===== src/rtl/rjb_pkg.sv =====
// Shared types, constants and arithmetic helpers for the reference jitter binner.
`timescale 1ns / 1ps

package rjb_pkg;

    localparam int DELAY_W    = 16;
    localparam int CH_W       = 3;
    localparam int HIST_W     = 3;
    localparam int BIN_W      = 10;
    localparam int WIN_W      = 32;
    localparam int TICK_W     = 33;
    localparam int CFG_ADDR_W = 1;
    localparam int NUM_BINS   = 1024;
    localparam int BIN_CENTER = 511;

    localparam logic [CFG_ADDR_W-1:0] REG_REF_CHANNEL  = 1'b0;
    localparam logic [CFG_ADDR_W-1:0] REG_WINDOW_TICKS = 1'b1;

    typedef enum logic [1:0] {
        CELL_HOLD,
        CELL_STEP,
        CELL_SHIFT,
        CELL_DROP
    } cell_op_t;

    typedef enum logic {
        S_IDLE,
        S_EMIT
    } state_t;

    typedef struct packed {
        cell_op_t            op;
        logic [DELAY_W-1:0]  delay;
        logic                open;
        logic [DELAY_W-1:0]  new_since;
        logic [HIST_W-1:0]   new_hist;
    } cell_ctl_t;

    typedef struct packed {
        logic                occ;
        logic [DELAY_W-1:0]  since;
        logic [DELAY_W-1:0]  till;
        logic [HIST_W-1:0]   hist;
    } cell_data_t;

    function automatic logic [DELAY_W-1:0] sat_add(input logic [DELAY_W-1:0] a,
                                                   input logic [DELAY_W-1:0] b);
        logic [DELAY_W:0] s;
        s = {1'b0, a} + {1'b0, b};
        return s[DELAY_W] ? {DELAY_W{1'b1}} : s[DELAY_W-1:0];
    endfunction

    // Nearer delay, signed (since positive, until negative, tie positive),
    // offset by the centre bin and clamped to the bin range.
    function automatic logic [BIN_W-1:0] bin_of(input logic [DELAY_W-1:0] since,
                                                input logic [DELAY_W-1:0] till);
        logic signed [DELAY_W+1:0] b;
        if (since > till) begin
            b = -$signed({2'b00, till});
        end else begin
            b = $signed({2'b00, since});
        end
        b = b + (DELAY_W+2)'(BIN_CENTER);
        if (b < 0) begin
            return '0;
        end else if (b > (DELAY_W+2)'(NUM_BINS - 1)) begin
            return BIN_W'(NUM_BINS - 1);
        end else begin
            return b[BIN_W-1:0];
        end
    endfunction

endpackage


===== src/rtl/rjb_cell.sv =====
// One pending-point cell of the binner row: holds delays and histogram of one point.
`timescale 1ns / 1ps

module rjb_cell (
    input  logic                aclk,
    input  logic                aresetn,
    input  rjb_pkg::cell_ctl_t  ctl_i,
    input  logic                prev_occ_i,
    input  rjb_pkg::cell_data_t next_i,
    output rjb_pkg::cell_data_t cell_o
);

    logic                        occ_reg,   occ_next;
    logic [rjb_pkg::DELAY_W-1:0] since_reg, since_next;
    logic [rjb_pkg::DELAY_W-1:0] until_reg, until_next;
    logic [rjb_pkg::HIST_W-1:0]  hist_reg,  hist_next;

    always_comb begin
        occ_next   = occ_reg;
        since_next = since_reg;
        until_next = until_reg;
        hist_next  = hist_reg;
        case (ctl_i.op)
            rjb_pkg::CELL_STEP: begin
                if (occ_reg) begin
                    until_next = rjb_pkg::sat_add(until_reg, ctl_i.delay);
                end else if (ctl_i.open && prev_occ_i) begin
                    // first free cell takes the newly opened point
                    occ_next   = 1'b1;
                    since_next = ctl_i.new_since;
                    until_next = '0;
                    hist_next  = ctl_i.new_hist;
                end
            end
            rjb_pkg::CELL_SHIFT: begin
                occ_next   = next_i.occ;
                since_next = next_i.since;
                until_next = next_i.till;
                hist_next  = next_i.hist;
            end
            rjb_pkg::CELL_DROP: begin
                occ_next = 1'b0;
            end
            default: begin
            end
        endcase
    end

    always_ff @(posedge aclk) begin
        if (!aresetn) begin
            occ_reg <= 1'b0;
        end else begin
            occ_reg <= occ_next;
        end
    end

    always_ff @(posedge aclk) begin
        since_reg <= since_next;
        until_reg <= until_next;
        hist_reg  <= hist_next;
    end

    assign cell_o = '{occ: occ_reg, since: since_reg, till: until_reg, hist: hist_reg};

endmodule


===== src/rtl/reference_jitter_binner.sv =====
// Reference jitter binner: pending-point cell row, tick window and result output.
// An item that gives no result is taken without entering the drain state; a tick that
// closes a window moves to the drain state to send the window result; for a reference
// word with pending points the cell row drains one point a cycle through cell zero
// (longer if m_tready stalls). Results pass the drain state and the output register.
// Reset is synchronous and active low; it clears control state, no clearing pass.
`timescale 1ns / 1ps

module reference_jitter_binner #(
    parameter int MAX_POINTS = 16
) (
    input  logic                             aclk,
    input  logic                             aresetn,
    input  logic                             s_tvalid,
    output logic                             s_tready,
    input  logic [23:0]                      s_tdata,    // channel[2:0], delay[18:3]
    input  logic [0:0]                       s_tuser,    // is_tick[0]
    output logic                             m_tvalid,
    input  logic                             m_tready,
    output logic [15:0]                      m_tdata,    // hist_id[2:0], bin[12:3]
    output logic [0:0]                       m_tuser,    // kind[0]
    output logic                             m_tlast,
    input  logic                             cfg_wr_en,
    input  logic [rjb_pkg::CFG_ADDR_W-1:0]   cfg_addr,
    input  logic [rjb_pkg::WIN_W-1:0]        cfg_wr_data
);

    localparam int NCELL    = (MAX_POINTS > 2) ? MAX_POINTS - 2 : 1;
    localparam bit HAS_ROOM = (MAX_POINTS > 2);

    rjb_pkg::state_t             state_reg, state_next;
    logic                        armed_reg;
    logic                        have_acc_reg;
    logic                        win_pend_reg;
    logic [rjb_pkg::TICK_W-1:0]  tick_cnt_reg;
    logic [rjb_pkg::DELAY_W-1:0] acc_since_reg;
    logic [rjb_pkg::CH_W-1:0]    ref_ch_reg;
    logic [rjb_pkg::WIN_W-1:0]   win_ticks_reg;

    logic                        m_tvalid_reg, m_tvalid_next;
    logic [15:0]                 m_tdata_reg,  m_tdata_next;
    logic                        m_kind_reg,   m_kind_next;
    logic                        m_tlast_reg,  m_tlast_next;

    rjb_pkg::cell_ctl_t          cell_ctl;
    rjb_pkg::cell_data_t         cell_q [NCELL];
    logic [NCELL-1:0]            occ_vec;
    logic [NCELL:0]              occ_ext;

    logic                        s_tick;
    logic [rjb_pkg::CH_W-1:0]    s_ch;
    logic [rjb_pkg::DELAY_W-1:0] s_dly;
    logic                        accept, armed_now, is_ref, live, open_pt, fire, full;
    logic [rjb_pkg::DELAY_W-1:0] acc_sum;
    logic [rjb_pkg::HIST_W-1:0]  hid;
    logic [rjb_pkg::TICK_W-1:0]  tick_inc, win_lim;
    logic                        out_free, emit_go, emit_pt, emit_win, occ0, occ1;

    // ---- cell row ----
    genvar gi;
    generate
        for (gi = 0; gi < NCELL; gi++) begin : g_cell
            rjb_pkg::cell_data_t nxt;
            logic                prv;
            if (gi == NCELL - 1) begin : g_tail
                assign nxt = '0;
            end else begin : g_mid
                assign nxt = cell_q[gi+1];
            end
            if (gi == 0) begin : g_head
                assign prv = 1'b1;
            end else begin : g_body
                assign prv = cell_q[gi-1].occ;
            end
            rjb_cell u_cell (
                .aclk       (aclk),
                .aresetn    (aresetn),
                .ctl_i      (cell_ctl),
                .prev_occ_i (prv),
                .next_i     (nxt),
                .cell_o     (cell_q[gi])
            );
            assign occ_vec[gi] = cell_q[gi].occ;
        end
    endgenerate

    assign occ_ext = {1'b0, occ_vec};
    assign occ0    = occ_ext[0];
    assign occ1    = occ_ext[1];
    assign full    = !HAS_ROOM || occ_vec[NCELL-1];

    // ---- input decode ----
    assign s_tick    = s_tuser[0];
    assign s_ch      = s_tdata[2:0];
    assign s_dly     = s_tdata[18:3];
    assign accept    = s_tvalid && s_tready;
    assign armed_now = armed_reg || s_tick;
    assign is_ref    = !s_tick && (s_ch == ref_ch_reg);
    assign live      = accept && armed_now && (is_ref || have_acc_reg);
    assign open_pt   = live && !s_tick && !is_ref && !full;
    assign acc_sum   = rjb_pkg::sat_add(acc_since_reg, s_dly);
    assign hid       = (s_ch > ref_ch_reg) ? rjb_pkg::HIST_W'(s_ch - 1'b1) : s_ch;

    assign tick_inc  = tick_cnt_reg + 1'b1;
    assign win_lim   = (win_ticks_reg == '0) ? rjb_pkg::TICK_W'(1)
                                             : {1'b0, win_ticks_reg};
    assign fire      = accept && armed_now && s_tick && (tick_inc > win_lim);

    assign out_free  = !m_tvalid_reg || m_tready;
    assign emit_go   = (state_reg == rjb_pkg::S_EMIT) && out_free;
    assign emit_pt   = emit_go && occ0;
    assign emit_win  = emit_go && !occ0;

    // ---- next state ----
    always_comb begin
        state_next = state_reg;
        unique case (state_reg)
            rjb_pkg::S_IDLE: begin
                if ((live && is_ref && occ0) || fire) begin
                    state_next = rjb_pkg::S_EMIT;
                end
            end
            rjb_pkg::S_EMIT: begin
                if (emit_go && (occ0 ? (!occ1 && !win_pend_reg) : 1'b1)) begin
                    state_next = rjb_pkg::S_IDLE;
                end
            end
            default: state_next = rjb_pkg::S_IDLE;
        endcase
    end

    // ---- outputs: cell control and result word ----
    always_comb begin
        s_tready           = (state_reg == rjb_pkg::S_IDLE);
        cell_ctl.op        = rjb_pkg::CELL_HOLD;
        cell_ctl.delay     = s_dly;
        cell_ctl.open      = open_pt;
        cell_ctl.new_since = acc_sum;
        cell_ctl.new_hist  = hid;
        if (fire) begin
            cell_ctl.op = rjb_pkg::CELL_DROP;
        end else if (live) begin
            cell_ctl.op = rjb_pkg::CELL_STEP;
        end else if (emit_pt) begin
            cell_ctl.op = rjb_pkg::CELL_SHIFT;
        end

        m_tvalid_next = m_tvalid_reg && !m_tready;
        m_tdata_next  = m_tdata_reg;
        m_kind_next   = m_kind_reg;
        m_tlast_next  = m_tlast_reg;
        if (emit_pt) begin
            m_tvalid_next = 1'b1;
            m_kind_next   = 1'b0;
            m_tdata_next  = {3'b000,
                             rjb_pkg::bin_of(cell_q[0].since, cell_q[0].till),
                             cell_q[0].hist};
            m_tlast_next  = !occ1 && !win_pend_reg;
        end else if (emit_win) begin
            m_tvalid_next = 1'b1;
            m_kind_next   = 1'b1;
            m_tdata_next  = '0;
            m_tlast_next  = 1'b1;
        end
    end

    // ---- control registers ----
    always_ff @(posedge aclk) begin
        if (!aresetn) begin
            state_reg     <= rjb_pkg::S_IDLE;
            armed_reg     <= 1'b0;
            have_acc_reg  <= 1'b0;
            win_pend_reg  <= 1'b0;
            tick_cnt_reg  <= '0;
            m_tvalid_reg  <= 1'b0;
            ref_ch_reg    <= '0;
            win_ticks_reg <= rjb_pkg::WIN_W'(5);
        end else begin
            state_reg    <= state_next;
            m_tvalid_reg <= m_tvalid_next;
            if (accept && armed_now) begin
                armed_reg <= 1'b1;
            end
            if (accept && armed_now && s_tick) begin
                tick_cnt_reg <= fire ? rjb_pkg::TICK_W'(1) : tick_inc;
            end
            if (live && is_ref) begin
                have_acc_reg <= 1'b1;
            end
            if (fire) begin
                win_pend_reg <= 1'b1;
            end else if (emit_win) begin
                win_pend_reg <= 1'b0;
            end
            if (cfg_wr_en) begin
                unique case (cfg_addr)
                    rjb_pkg::REG_REF_CHANNEL:  ref_ch_reg    <= cfg_wr_data[2:0];
                    rjb_pkg::REG_WINDOW_TICKS: win_ticks_reg <= cfg_wr_data;
                    default: begin
                    end
                endcase
            end
        end
    end

    // ---- payload registers ----
    always_ff @(posedge aclk) begin
        m_tdata_reg <= m_tdata_next;
        m_kind_reg  <= m_kind_next;
        m_tlast_reg <= m_tlast_next;
        if (live) begin
            // reference restarts the accumulating slot, anything else advances it
            acc_since_reg <= is_ref ? '0 : acc_sum;
        end
    end

    assign m_tvalid   = m_tvalid_reg;
    assign m_tdata    = m_tdata_reg;
    assign m_tuser[0] = m_kind_reg;
    assign m_tlast    = m_tlast_reg;

`ifndef ASSERT_OFF
    // pending points fill the row from cell zero without holes
    a_occ_packed: assert property (@(posedge aclk) disable iff (!aresetn)
        (occ_vec & NCELL'(occ_vec + 1'b1)) == '0)
        else $error("pending point row has a hole");

    // drain state always has something left to send
    a_emit_work: assert property (@(posedge aclk) disable iff (!aresetn)
        (state_reg == rjb_pkg::S_EMIT) |-> (occ0 || win_pend_reg))
        else $error("drain state with nothing to send");

    // window result is sent last and ends the drain
    a_win_last: assert property (@(posedge aclk) disable iff (!aresetn)
        emit_win |=> (state_reg == rjb_pkg::S_IDLE) && m_tlast && m_tuser[0])
        else $error("window result not last or drain not finished");

    // no word taken while a window result is pending
    a_no_take: assert property (@(posedge aclk) disable iff (!aresetn)
        win_pend_reg |-> !s_tready)
        else $error("word taken with window result pending");
`endif

endmodule

===== config.mk =====
export PLATFORM = sky130hd
export DESIGN_NAME = reference_jitter_binner
export DESIGN_NICKNAME = d
export VERILOG_FILES = /design/src/rtl/rjb_pkg.sv /design/src/rtl/rjb_cell.sv /design/src/rtl/reference_jitter_binner.sv
export SDC_FILE = /design/constraint.sdc
export NUM_CORES = 1
export LEC_CHECK = 0
export BUFFER_PORTS_ARGS = -buffer_cell sky130_fd_sc_hd__buf_2
export CAP_MARGIN = 40
export CORE_ASPECT_RATIO = 0.75
export CORE_UTILIZATION = 65
export DETAILED_ROUTE_END_ITERATION = 8
export PLACE_DENSITY = 0.84
export SETUP_SLACK_MARGIN = 0.1
export SLEW_MARGIN = 0
export SYNTH_ARGS = -nofsm -noshare
export SYNTH_HDL_FRONTEND = slang
export SYNTH_SLANG_ARGS = --single-unit

===== constraint.sdc =====
create_clock -name aclk -period 10.1 [get_ports aclk]
set_input_delay 1.515 -clock aclk [delete_from_list [all_inputs] [get_ports aclk]]
set_output_delay 1.515 -clock aclk [all_outputs]
set_load 0.01 [all_outputs]

* Word level (Yosys, flattened, before mapping) *
Cells that the tools add are included.
W data, S select, Z words.

operators by class
  add/subtract/negate cells = 19
  $lt $le $gt $ge = 5
  eq/ne operators = 46
  muxes and demuxes = 205
  bitwise logic cells = 2
  reductions and logical operators = 79

operators by type and width
  kind                      count
  $mux W16                  71
  $pmux W16 S2              28
  $add A16 B16 Y17          15
  $mux W3                   29
  $pmux W3 S2               14
  $reduce_and A3 Y1         14
  $ne A3 B1 Y1 const B      13
  $pmux W1 S3               13
  $mux W1                   37
  $mux W18                  2
  $add A33 B1 Y33 const B   1
  $gt A33 B32 Y1            1
  $mux W33                  1
  $logic_not A32 Y1         1
  $mux W32                  1
  $reduce_and A2 Y1         16
  $logic_and A1 B1 Y1       30
  $ne A2 B2 Y1 const B      15
  $mux W13                  2
  $ne A2 B1 Y1 const B      13
  $mux W10                  2
  $add A18 B10 Y18 const B  1
  $gt A18 B11 Y1 const B    1
  $lt A18 B1 Y1 const B     1
  other kinds (16)          34

word-level totals
  flip-flop bits (word level) = 608
  input port bits = 63
  output and inout port bits = 20

* Logic depth before layout (Yosys ltp) *
Gate-level depths: netlist of the first run.

  depth in word-level cells = 11
  mapped depth = 19
  mapped depth without buffers = 17

* Cells and area by module *
A second synthesis of the first run with hierarchy kept.

unflattened totals
  cell total of the unflattened synthesis = 4688
  area total of the unflattened synthesis = 41895.2 µm²

by module, submodules not included
  module                            times used  cells each  area each (µm²)  seq. area each (µm²)
  rjb_cell at g_cell[0].u_cell ...  7           274         2453.6           1071.0
  rjb_cell at g_cell[5].u_cell ...  5           255         2393.5           1071.0
  reference_jitter_binner           1           987         7967.6           2382.3
  rjb_cell at g_cell[3].u_cell ...  2           254         2392.3           1071.0

* Least setup slack after synthesis of the first run *
No wires, ideal clock.

  path kind = input-to-reg
  start = in s_tdata[0]
  end = reg g_cell[10].u_cell.hist_reg[0] (netlist bit), enable pin
  library setup time = 0.421 ns
  arrival = 5.039 ns
  data required time = 9.679 ns
  setup slack = 4.639 ns
  stages on the path = 11
  path buffers = 3
  path through = inv_1 > ha_1 > and3_1 > nor2b_1 > clkbuf_1 > o221ai_1 > nor4_1 > clkbuf_1 > clkbuf_1 > nand2_1 > o21ai_0

between the ends
  word-level cells in the longest chain between the ends = 10
  elaborated cells on any way between the ends = 17
  those cells by class = 5 x eq/ne; 2 x mux; 10 x reduce/logical

RTL lines
  what                                             line                           text
  start, declared                                  reference_jitter_binner.sv:16  input logic [23:0] s_tdata,
  $eq A3 B3 Y1 *                                   reference_jitter_binner.sv:98  assign is_ref = !s_tick && (s_ch == ref_ch_reg);
  $logic_and A1 B1 Y1 *                            reference_jitter_binner.sv:98
  branches (longest 7 deep; another with $mux W2)  --
  $reduce_and A3 Y1 (no line) *                    --
  end signal, assigned                             rjb_cell.sv:60                 hist_reg <= hist_next;
  end, declared                                    rjb_cell.sv:16                 logic [rjb_pkg::HIST_W-1:0] hist_reg, hist_next;

Every way passes the cells marked *.
A chain may end at the register's enable or synchronous reset.

* Final worst setup path of the first run *
  start = in s_tdata[4]
  end = reg g_cell[0].u_cell.since_reg[4] (netlist bit) (data pin)

between the ends
  word-level cells in the longest chain between the ends = 5

RTL lines
  what                                       line            text
  $add A16 B16 Y17                           rjb_pkg.sv:49   s = {1'b0, a} + {1'b0, b};
  $mux W16                                   rjb_pkg.sv:50   return s[DELAY_W] ? {DELAY_W{1'b1}} : s[DELAY_W-1:0];
  $mux W16                                   rjb_cell.sv:27  end else if (ctl_i.open && prev_occ_i) begin
  $mux W16                                   rjb_cell.sv:25  if (occ_reg) begin
  $pmux W16 S2                               rjb_cell.sv:23  case (ctl_i.op)
  via g_cell[0].u_cell.since_next (one bit)  rjb_cell.sv:14  logic [rjb_pkg::DELAY_W-1:0] since_reg, since_next;
  end signal, assigned                       rjb_cell.sv:58  since_reg <= since_next;
  end, declared                              rjb_cell.sv:14

The timed path passes the listed nets, and every way through them passes these cells. The select of a mux whose other input is x is not followed.

==> impl_metrics.env, run 1 <==
export IMPL_finalCritPeriodShare=0.539
export IMPL_design_core_area_sq_um=58900
export IMPL_cts_max_level=2
export IMPL_final_setup_worst_slack_ns=4.65
export IMPL_switchingPower_mw=1.35
export IMPL_track_usage=0.305
export IMPL_startpoint_type="input pin"
export IMPL_clock_fmax_mhz=184
export IMPL_p_seq_frac=0.501
export IMPL_ios=83
export IMPL_dp_hpwl_microns=62800
export IMPL_clock_path_buffers=3
export IMPL_dr_pass1_iters=5
export IMPL_fin_util=0.715
export IMPL_comb_power_share=0.103
export IMPL_cp_arrival_ns=5.82
export IMPL_busiest_layer="met2"
export IMPL_yosys_top_cells_area="edfxtp_1 40%, ha_1 9.5%, dfxtp_1 4.5%"
export IMPL_cp_end_kind="flip-flop"
export IMPL_power_density_nw_per_um2=130
export IMPL_multi_input_area_sq_um=20200
export IMPL_avgSynthCellArea_sq_um=9.68
export IMPL_grt_util_met2=0.488
export IMPL_wire_per_inst_microns=19.2
export IMPL_rows=77
export IMPL_drt_iter0_markers=3326
export IMPL_cts_root_buf="clkbuf_16"
export IMPL_portBuffers=74
export IMPL_area_sequential_sq_um=17400
export IMPL_dpl_cell_area_sq_um=40200
export IMPL_cts_resized=0
export IMPL_post_place_ws_ns=4.14
export IMPL_yosysSeqAreaShare=0.449
export IMPL_worst_slew_pin_slew_ns=1.02
export IMPL_setup_viol=0
export IMPL_synth_most_common_cell="edfxtp_1"
export IMPL_wl_microns=93500
export IMPL_synth_top_cell_by_area="edfxtp_1"
export IMPL_cts_sinks=608
export IMPL_grt_pass1_vias=29100
export IMPL_power_leakage_nw=16.5
export IMPL_fillCellCount=4244
export IMPL_synthArstFlopShare=0
export IMPL_slew_violations=0
export IMPL_finalHoldViolCount=0
export IMPL_relSlewSlack=0.319
export IMPL_place_congestion=0.905
export IMPL_internal_power_mw=4.14
export IMPL_maxCapViolations=0
export IMPL_drtAntennaViolNets=0
export IMPL_vias=30800
export IMPL_yosysUniqueCellTypes=84
export IMPL_die_area_sq_um=60600
export IMPL_grt_start_max_net_pins=204
export IMPL_status="complete, no violations"
export IMPL_hold_path_class="flip-flop to flip-flop"
export IMPL_syn2layout_area_growth_pct=8.61
export IMPL_crit_type="input pin to flip-flop"
export IMPL_dominantRegCellSynth="edfxtp_1"
export IMPL_power_frac_clock=0.395
export IMPL_p_sw_frac=0.246
export IMPL_synth_common_cells="520 x edfxtp_1, 451 x nand2_1, 387 x nor2_1"
export IMPL_min_period_ns=5.45
export IMPL_fin_cells=4871
export IMPL_met3_usage=0.0365
export IMPL_rsz0062_at_grt="no"
export IMPL_final_cell_area_sq_um=42100
export IMPL_start_util=0.658
export IMPL_drc=0
export IMPL_layout_drive_gt1_share=0.0782
export IMPL_grt_pass1_wl_microns=151000
export IMPL_grt_overflow_total=0
export IMPL_path_max_fanout=16
export IMPL_grt_use_met1=0.442
export IMPL_synth_edf_count=520
export IMPL_cp_data_required_time_ns=10.48
export IMPL_dp_cells=4757
export IMPL_yosysTopAreaCellShare=0.403
export IMPL_cts_made_buffers=59
export IMPL_synth_area_sq_um=38700
export IMPL_post_cts_buffers=0
export IMPL_cts_tree="done"
export IMPL_ctsHoldBuffers=0
export IMPL_die_h_microns=213
export IMPL_vias_per_cell=6.32
export IMPL_ys_ff_latch=608
export IMPL_vdd_drop_max_v=0.000141
export IMPL_syn_inst=4001
export IMPL_fin_skew_ns=0.0246
export IMPL_yosys_warnings=0
export IMPL_die_x_microns=284
export IMPL_grt_antenna_before_repair=2
export IMPL_final_nets=4402
export IMPL_worstSkewPairLatency_ns=0.66
export IMPL_setup_tns_final_ns=0
export IMPL_path_clk_slew_ns=0.06
## power groups by stage
stage                     clock network (mW)  registers (mW)  logic, mW
final                                   2.17            2.75      0.566
after global routing                    2.28            2.75      0.626
after CTS                               2.19            2.75      0.558
after detailed placement                   0            2.80      0.550
after global placement                     0            2.80      0.521
after floorplan                            0            2.80      0.401
## routing by layer
| metal | up-vias | routed length [microns] |
|---|---|---|
| met5 | - | 0 |
| met4 | 0 | 2050 |
| met3 | 168 | 7630 |
| met2 | 1227 | 42100 |
| met1 | 14600 | 41700 |
| li1 | 14800 | - |
## final timing paths
| check | start | depth (start not counted) | slack [ns] | end |
|---|---|---|---|---|
| setup / recovery | s_tdata[4] | 12 | 4.65 | g_cell[0].u_cell.since_reg[4] |
| hold / removal | m_tuser | 2 | 0.48 | m_tuser |
| setup reg to reg | tick_cnt_reg[0] | 16 | 4.77 | g_cell[10].u_cell.until_reg[12] |
| hold reg to reg | m_tuser | 2 | 0.48 | m_tuser |
## logic make-up after synthesis
group / Yosys count / share of synthesized area
simple gates: 1256 / 0.145
compound gates: 1208 / 0.206
flops: 608 / 0.449
buf+inv: 342 / 0.0341
fa+ha+maj: 310 / 0.103
xor+xnor: 257 / 0.0585
mux: 19 / 0.00501
other cells: 1 / 0.0000968
## cell type report
type,instances,area share
multi-input cells,3053,0.480
clock buffers,83,0.0387
well taps,790,0.0235
diodes,1,0.0000595
inverters,163,0.0145
flip-flops and latches,608,0.413
repair buffers,144,0.0241
clock inverters,29,0.00568
## cell usage in the layout, fill, tap and decap left out, types with 25 or more instances in the layout
master | netlist | final
nor2_1 | 387 | 387
dfxtp_1 | 88 | 88
a21oi_1 | 220 | 220
and3_1 | 29 | 28
ha_1 | 295 | 295
xor2_1 | 87 | 87
nor2b_1 | 32 | 31
nor3_1 | 95 | 95
o21a_1 | 190 | 190
nand4_1 | 28 | 28
a31oi_1 | 26 | 25
nand3_1 | 76 | 76
buf_2 | 12 | 74
a21o_1 | 105 | 105
a21boi_0 | 32 | 32
a211oi_1 | 49 | 46
nand2_1 | 451 | 450
clkbuf_16 | 0 | 59
o21ai_0 | 325 | 313
o31ai_1 | 46 | 34
buf_4 | 4 | 60
o21bai_1 | 36 | 36
xnor2_1 | 169 | 169
edfxtp_1 | 520 | 520
or3_1 | 53 | 53
inv_1 | 163 | 163
## critical path: stages
cell	delay, ns
buf_2	0.09
buf_4	0.22
inv_1	0.58
fa_1	0.35
nor2b_1	0.06
o21a_1	0.20
o21ai_1	0.26
a211oi_1	0.18
nor4_1	0.68
o31a_1	0.66
nand3_1	0.64
o21a_1	0.35
## per-stage QoR
stage	hold slack, ns	power (mW)
finish	0.482	5.48
global route	0.494	5.66
detailed placement	0.472	3.35
floorplan	0.441	3.20
global placement	0.449	3.32
CTS	0.484	5.50
No activity file was read; power rests on OpenSTA's default activity.
==> run 2: changes to the inputs <==
CORE_UTILIZATION = 64   (was 65)
PLACE_DENSITY = 0.83   (was 0.84)
clock period = 5.03 ns   (was 10.1 ns; I/O delays follow)
==> run 2 against run 1 <==
  * Hold slack got worse by 0.19 ns
  * Clock skew increased by 0.051 ns
  * Global-route usage grew 0.26 points
  * Routed wire length increased by 2.4%
  * Setup slack got worse by 4.2 ns
  * Utilization shrank 0.11 points
  * Total power is 100% higher
  * Final area up 0.66%
  * Clock power increased by 110%
  * Via count increased by 1.2%
==> impl_metrics.env, run 2 (same netlist as run 1, synthesis figures left out) <==
export IMPL_reg2reg_depth=14
export IMPL_cp_arrival_ns=4.95
export IMPL_drt_iter0_markers=3226
export IMPL_place_congestion=0.939
export IMPL_grt_pass1_vias=29200
export IMPL_cts_tree="done"
export IMPL_die_x_microns=286
export IMPL_power_density_nw_per_um2=265
export IMPL_finalCritPeriodShare=0.918
export IMPL_dr_pass1_iters=8
export IMPL_layout_drive_gt1_share=0.0837
export IMPL_path_max_fanout=23
export IMPL_final_cell_mix="520 x edfxtp_1, 450 x nand2_1, 387 x nor2_1, 314 x o21ai_0, 295 x ha_1"
export IMPL_p_sw_frac=0.243
export IMPL_worstSkewPairLatency_ns=0.68
export IMPL_grt_pass1_wl_microns=153000
export IMPL_fillCellCount=4306
export IMPL_drtAntennaViolNets=0
export IMPL_internal_power_mw=8.51
export IMPL_clock_fmax_mhz=217
export IMPL_design_core_area_sq_um=59300
export IMPL_vias=31200
export IMPL_final_common_cell="edfxtp_1"
export IMPL_setup_viol=0
export IMPL_hold_depth=3
export IMPL_dp_hpwl_microns=66500
export IMPL_die_area_sq_um=61500
export IMPL_fin_cells=4891
export IMPL_switchingPower_mw=2.73
export IMPL_cp_end_kind="flip-flop"
export IMPL_die_h_microns=215
export IMPL_grt_antenna_before_repair=2
export IMPL_track_usage=0.308
export IMPL_grt_overflow_total=0
export IMPL_finalHoldViolCount=0
export IMPL_clock_path_buffers=3
export IMPL_setup_tns_final_ns=0
export IMPL_cts_made_buffers=58
export IMPL_worst_slew_pin_slew_ns=0.899
export IMPL_rows=77
export IMPL_drc=0
export IMPL_hold_path_class="input pin to flip-flop"
export IMPL_rsz0062_at_grt="yes"
export IMPL_start_util=0.653
export IMPL_crit_type="flip-flop to flip-flop"
export IMPL_comb_power_share=0.103
export IMPL_cp_data_required_time_ns=5.37
export IMPL_wire_per_inst_microns=19.6
export IMPL_path_clk_slew_ns=0.07
export IMPL_post_place_ws_ns=0.385
export IMPL_cts_max_level=2
export IMPL_startpoint_type="flip-flop"
export IMPL_maxCapViolations=0
export IMPL_portBuffers=74
export IMPL_grt_start_max_net_pins=123
export IMPL_p_seq_frac=0.491
export IMPL_dp_cells=4780
export IMPL_post_cts_buffers=0
export IMPL_cts_root_buf="clkbuf_16"
export IMPL_power_frac_clock=0.406
export IMPL_min_period_ns=4.62
export IMPL_vias_per_cell=6.37
export IMPL_wl_microns=95700
export IMPL_final_setup_worst_slack_ns=0.413
export IMPL_final_nets=4423
export IMPL_slew_violations=0
export IMPL_status="complete, no violations"
export IMPL_cts_sinks=608
export IMPL_fin_skew_ns=0.0756
export IMPL_power_leakage_nw=16.7
export IMPL_syn2layout_area_growth_pct=9.34
export IMPL_vdd_drop_max_v=0.000280
export IMPL_ios=83
export IMPL_relSlewSlack=0.398
-- run 2: cell type report --
class                           instances  area (sq um)  area share
Antenna cell                            1          2.50   0.0000591
Clock buffer                           76          1610      0.0380
Clock inverter                         34           375     0.00886
Inverter                              163           612      0.0144
Multi-Input combinational cell       3053         20200       0.477
Sequential cell                       608         17400       0.410
Tap cell                              790           988      0.0233
Timing Repair Buffer                  166          1170      0.0277
-- run 2: final timing paths --
kind                  endpoint  slack, ns                      startpoint
min           win_ticks_reg[0]       0.30                  cfg_wr_data[0]
max                m_tdata[11]       0.41  g_cell[0].u_cell.until_reg[13]
max reg2reg        m_tdata[11]       0.41  g_cell[0].u_cell.until_reg[13]
min reg2reg  win_ticks_reg[29]       0.48               win_ticks_reg[29]
-- run 2: critical path, stage by stage, from the launching register on --
cell and delay (ns):
edfxtp_1 0.50, inv_1 0.13, ha_1 0.34, nand4_1 0.25
nor4_1 0.56, a31oi_2 0.09, buf_4 0.25, a21oi_1 0.21
ha_1 0.28, nor3b_1 0.38, a31oi_1 0.18, nor3b_1 0.18
or3_1 0.35, a211oi_4 0.46, a31oi_1 0.17
-- run 2: power by group through the flow --
stage / sequential, mW / combinational, mW / clock (mW)
2_1_floorplan: 5.63 / 0.805 / 0
3_3_place_gp: 5.63 / 1.08 / 0
3_5_place_dp: 5.63 / 1.13 / 0
4_1_cts: 5.52 / 1.14 / 4.61
5_1_grt: 5.52 / 1.27 / 4.81
6_report: 5.52 / 1.15 / 4.56
-- run 2: metrics by stage --
| stage | util | hold WS (ns) | total power [mW] | cell area (sq um) |
|---|---|---|---|---|
| detailed placement | 0.680 | 0.475 | 6.76 | 40400 |
| global route | 0.714 | 0.307 | 11.6 | 42300 |
| CTS | 0.713 | 0.265 | 11.3 | 42300 |
| floorplan | - | 0.441 | 6.43 | 38700 |
| global placement | 0.678 | 0.447 | 6.71 | 40300 |
| finish | 0.714 | 0.295 | 11.2 | 42400 |
-- run 2: timing repair --
item,CTS,global route
resized for setup,0,2
hold buffers,0,0
endpoints found under the setup margin,0,74
-- run 2: routing by layer --
layer | wire, microns | up-vias | GRT usage | share of wire
li1 | - | 14800 | - | -
met1 | 42000 | 14900 | 0.445 | 0.44
met2 | 42000 | 1279 | 0.467 | 0.44
met3 | 9190 | 192 | 0.0625 | 0.096
met4 | 2540 | 2 | 0.0907 | 0.027
met5 | 13 | - | 0 | 0.00014
